==> config.mk <==
export PLATFORM = sky130hd
export DESIGN_NAME = fpes_queue
export DESIGN_NICKNAME = d
export VERILOG_FILES = /design/src/sv/fpes_pkg.sv /design/src/sv/fpes_queue.sv
export SDC_FILE = /design/constraint.sdc
export NUM_CORES = 1
export LEC_CHECK = 0
export ABC_AREA = 0
export BUFFER_PORTS_ARGS = -buffer_cell sky130_fd_sc_hd__buf_2
export CAP_MARGIN = 20
export CELL_PAD_IN_SITES_DETAIL_PLACEMENT = 2
export CELL_PAD_IN_SITES_GLOBAL_PLACEMENT = 2
export CORE_ASPECT_RATIO = 2
export CORE_MARGIN = 1
export CORE_UTILIZATION = 48
export CTS_CLUSTER_DIAMETER = 40
export DETAILED_ROUTE_END_ITERATION = 16
export PLACE_DENSITY = 0.9
export SETUP_SLACK_MARGIN = 0.4
export SLEW_MARGIN = 0
export SYNTH_ARGS = -nofsm -noshare
export SYNTH_HDL_FRONTEND = slang
export SYNTH_SLANG_ARGS = --single-unit
==> constraint.sdc <==
create_clock -name clk -period 8.7 [get_ports clk]
set_input_delay 1.74 -clock clk [delete_from_list [all_inputs] [get_ports clk]]
set_output_delay 1.74 -clock clk [all_outputs]
set_load 0.02 [all_outputs]
==> src/sv/fpes_pkg.sv <==
// ----------------------------------------------------------------------------
// fpes_pkg
// shared types, codes and constants of the flash program/erase sequencer
// ----------------------------------------------------------------------------
package fpes_pkg;

  // command opcodes
  localparam logic [1:0] OP_PROGRAM  = 2'd0;
  localparam logic [1:0] OP_ERASE    = 2'd1;
  localparam logic [1:0] OP_IDENTIFY = 2'd2;
  localparam logic [1:0] OP_READ_RSP = 2'd3;

  // configuration register indexes
  localparam logic [1:0] CFG_ADDR_SHIFT   = 2'd0;
  localparam logic [1:0] CFG_DEVICE_START = 2'd1;
  localparam logic [1:0] CFG_POLL_LIMIT   = 2'd2;

  localparam logic [22:0] POLL_LIMIT_RESET = 23'd5000000;

  // completion status
  localparam logic [1:0] ST_OK      = 2'd0;
  localparam logic [1:0] ST_ERROR   = 2'd1;
  localparam logic [1:0] ST_TIMEOUT = 2'd2;

  // front phases
  localparam logic [2:0] PH_IDLE  = 3'd0;
  localparam logic [2:0] PH_POLL  = 3'd1;
  localparam logic [2:0] PH_PRE0  = 3'd2;
  localparam logic [2:0] PH_PRE1  = 3'd3;
  localparam logic [2:0] PH_POST0 = 3'd4;
  localparam logic [2:0] PH_POST1 = 3'd5;

  // jobs handed from front to back
  localparam logic [2:0] JOB_PROGRAM  = 3'd0;
  localparam logic [2:0] JOB_ERASE    = 3'd1;
  localparam logic [2:0] JOB_ID_READ0 = 3'd2;
  localparam logic [2:0] JOB_ID_READ1 = 3'd3;
  localparam logic [2:0] JOB_POLL     = 3'd4;
  localparam logic [2:0] JOB_DONE     = 3'd5;
  localparam logic [2:0] JOB_ENTER    = 3'd6;
  localparam logic [2:0] JOB_EXIT     = 3'd7;

  // bus patterns
  localparam logic [31:0] UNLOCK_A    = 32'h0000_5555;
  localparam logic [31:0] UNLOCK_B    = 32'h0000_2aaa;
  localparam logic [31:0] UNLOCK_MASK = 32'h0001_ffff;
  localparam logic [7:0]  D_UNLOCK1   = 8'haa;
  localparam logic [7:0]  D_UNLOCK2   = 8'h55;
  localparam logic [7:0]  D_PROGRAM   = 8'ha0;
  localparam logic [7:0]  D_ERASE     = 8'h80;
  localparam logic [7:0]  D_SECTOR    = 8'h30;
  localparam logic [7:0]  D_AUTOSEL   = 8'h90;
  localparam logic [7:0]  D_RESET     = 8'hf0;
  localparam logic [7:0]  ERASED_BYTE = 8'hff;
  localparam int          ERR_BIT     = 5;

  localparam int QUEUE_DEPTH = 4;
  localparam int QPTR_W      = $clog2(QUEUE_DEPTH);

  typedef struct packed {
    logic [1:0]  opcode;
    logic [31:0] address;
    logic [7:0]  data;
  } cmd_t;

  typedef struct packed {
    logic        bus_write;
    logic [31:0] bus_address;
    logic [7:0]  bus_data;
    logic        command_done;
    logic [1:0]  status;
    logic [15:0] family_code;
    logic        last_of_run;
  } res_t;

  typedef struct packed {
    logic [2:0]  kind;
    logic [31:0] address;
    logic [7:0]  data;
    logic [1:0]  status;
    logic [15:0] family;
  } job_t;

  typedef struct packed {
    logic [1:0]  addr_shift;
    logic [31:0] device_start;
  } bus_cfg_t;

endpackage

==> src/sv/fpes_queue.sv <==
// ----------------------------------------------------------------------------
// fpes_queue
// short job queue between front and back
// ----------------------------------------------------------------------------
module fpes_queue import fpes_pkg::*; (
  input  logic clk,
  input  logic rst,
  input  logic push,
  input  job_t push_job,
  output logic full,
  input  logic pop,
  output job_t head,
  output logic empty
);

  job_t              entries [QUEUE_DEPTH];
  logic [QPTR_W-1:0] wr_ptr;
  logic [QPTR_W-1:0] rd_ptr;
  logic [QPTR_W:0]   fill;

  assign full  = (fill == QPTR_W'(0) + (QPTR_W+1)'(QUEUE_DEPTH));
  assign empty = (fill == '0);
  assign head  = entries[rd_ptr];

  always_ff @(posedge clk) begin
    if (push && !full) begin
      entries[wr_ptr] <= push_job;
    end
  end

  always_ff @(posedge clk) begin
    if (rst) begin
      wr_ptr <= '0;
      rd_ptr <= '0;
      fill   <= '0;
    end else begin
      if (push && !full) wr_ptr <= wr_ptr + 1'b1;
      if (pop && !empty) rd_ptr <= rd_ptr + 1'b1;
      case ({push && !full, pop && !empty})
        2'b10:   fill <= fill + 1'b1;
        2'b01:   fill <= fill - 1'b1;
        default: fill <= fill;
      endcase
    end
  end

endmodule

==> impl_results.md <==
* Post-synth EDFFs at 244
* IO Count at about 130
* DP Area at slightly above 10000 µm²
* Critical-path cell list: buf_4 -> mux4_1 -> buf_2
* Outcome: finished, final reports clean
* Largest stage delay, worst path at between 700 and 800 ps
* Kind of end point of the critical path: output port
* GPL Wtd Cong at 0.686
* CTS resizes at 0
* Top-count cell post-synth: edfxtp_1
* Max-slew violations at 0
* Maximum clock frequency at 0.222 GHz
* PortBufs at ~130
* Pre-antenna DRT Iters at 4
* Area Overhead vs Synth at 18.0%
* P_leak at around 3.7 nW
* CTS tree: yes
* Seq/Total Area, Yosys at 0.803
* Post-route setup TNS at 0 ps
* Post CTS Setup Buffer Count at 0
* ANT nets after route at 0
* HPWL Detailed at ~13 mm
* Initial Utilization at 0.494
* Maximum VDD drop at 0.000199 V
* Global-route wire length before repair at approximately 32 mm
* Pin count of the biggest net entering global routing at just over 60
* Final Hold Fails at 0
* Post-synthesis register bit count at between 200 and 300
* Final instance area at 11000 µm²
* Drt total wl at around 21 mm
* NumNets Final at approximately 600
* Highest metal used: met5
* Yosys top cell area share at 0.784
* WL met1 at about 8.0 mm
* Htree depth at 1
* Setup violations, final at 0
* Unique masters post-synth at 23
* Ys async rst share at 0
* Worst-path fanout max at 31
* Initial DRC Count at approximately 150
* Die width at roughly 100 µm
* Met2 Wirelength at 11.9 mm
* # DRC at 0
* Core area at 18900 µm²
* Die area at roughly 20000 µm²
* Cells after Synth at between 300 and 400
* Worst R2R Setup Slack at 6400 ps
* Worst Hold Margin at 520 ps
* RSZ-0062 raised after global routing: no
* Max-Cap Viols at 0
* Syn Area/Cell at 25.1 µm²
* Final worst-path cycle share at 0.519
* Slew HR at 0.366
* Clk_lat worst skew at about 520 ps
* WP buf/inv at 2
* Vias at approximately 4300
* TritonCTS Sinks at 253
* CP Data Arrival Time at between 2000 and 3000 ps
* Clock root cell: clkbuf_16
* Minimum clock period at 4510 ps
* Cell family with most CP delay: buffers and inverters
* Via density at 5.43
* Final Skew at between 8 and 9 ps
* Synth warn at 0
* Number of global-route vias before repair at slightly below 5000
* Synth area leader: edfxtp_1
* CP required at 6960 ps
* Final-layout fill cell count at approximately 1500
* Total gr overflow at 0
* Slew @ Worst Pin at approximately 950 ps
* Critical path class: flip-flop to output port
* Syn nets at 444
* Setup WS post-layout at about 4200 ps
* Post-Syn Area at between 9000 and 10000 µm²
* Row cnt at a little over 70
* Leading post-synthesis cells by cell area: edfxtp_1 (78%), mux4_2 (14%), dfxtp_1 (1.9%), buf_12 (1.3%), ha_1 (0.67%)
* # hold bufs at CTS at 0
* Slowest stage cell, crit path: dfxtp_4
* TritonCTS buffer count at 26
* Clock transition at the registers of the reported paths at 60 ps
* Global Route Usage Sum at 0.222
* Share of layout cells above drive strength 1 at 0.442
* Detail Route met3 WL at ~860 µm
* Cell Pwr Density at between 300 and 400 nW/µm²
* Max Root-Sink Buffers at 3
* DIE HEIGHT at 199 µm
* Top cells by count, synth: edfxtp_1 (244), mux4_2 (60), dfxtp_1 (9), inv_1 (8)
* Primary FF master, synth: edfxtp_1
* DR WL/cell at approximately 27 µm
* Place WS at approximately 4600 ps
* Layout Utilization at 0.583
* Worst setup SP type: flip-flop
* Worst hold-check path type: flip-flop to flip-flop
* Initial antenna violation count at 3
-- where the power goes --
group | internal (mW) | leakage (nW) | switching, mW
clock network | 0.657 | 0.410 | 0.471
logic | 0.328 | 0.970 | 0.430
registers | 1.46 | 2.31 | 0.0951
total | 2.45 | 3.69 | 0.996
-- cell usage in the layout (no fill, tap or decap), drive strengths merged, types with 2 or more instances in the layout --
cell type  count
a21oi          4
mux4          61
inv           10
edfxtp       244
or3            3
xor2           3
clkinvlp       4
clkinv         3
bufinv         2
nand2b         2
o21ai          3
dfxtp          9
clkbuf        35
buf          128
diode          2
nor2           6
and2           4
ha             5
-- cells by family (layout without fill, tap and decap cells) --
logic type | Yosys count | after routing | synth area share
mux | 62 | 62 | 0.148
flops | 253 | 253 | 0.803
other cells | 0 | 2 | 0
buf+inv | 23 | 182 | 0.0213
fa+ha+maj | 6 | 6 | 0.00884
simple gates | 18 | 18 | 0.0107
compound gates | 8 | 8 | 0.00455
xor+xnor | 3 | 3 | 0.00281
-- layout make-up --
class,count,area [µm²],area share
antenna,2,5.00,0.000454
clock buffer,35,736,0.0667
clock inverter,11,133,0.0120
inverter,8,30.0,0.00272
multi-input combinational,97,1650,0.150
sequential,253,7510,0.681
tap,255,319,0.0289
timing repair buffer,128,643,0.0583
-- final timing paths --
kind | startpoint | endpoint | cells past startpoint
worst max-delay path | flip-flop | head[50] | 3
worst min-delay path | rd_ptr[1] | flip-flop | 2
worst max register to register | fill[2] | fill[2] | 9
worst min register to register | rd_ptr[1] | flip-flop | 2
-- registers in the layout, indices dropped and copies added, names as in the netlist, named ones only --
name,count
entries,244
wr_ptr,2
fill,3
rd_ptr,2
-- stage by stage --
stage / power [mW] / std cells
CTS: 3.50 / 787
floorplan: 2.14 / 373
detailed placement: 2.35 / 741
global placement: 2.30 / 741
finish: 3.44 / 789
global route: 3.57 / 788
-- layer usage --
metal | global-route usage | up-vias
li1 | - | 1855
met5 | 0 | -
met3 | 0.0332 | 34
met1 | 0.264 | 2279
met2 | 0.408 | 117
met4 | 0.0741 | 2
-- worst reg2reg max path, stage by stage (launching register included) --
cell and delay (ps):
dfxtp_1 390, nor3b_2 270, nor2_1 170, inv_1 110
ha_1 200, inv_1 80, fa_1 380, xor2_1 160
or3_1 320, a21oi_1 160
No activity file was read; power rests on OpenSTA's default activity.
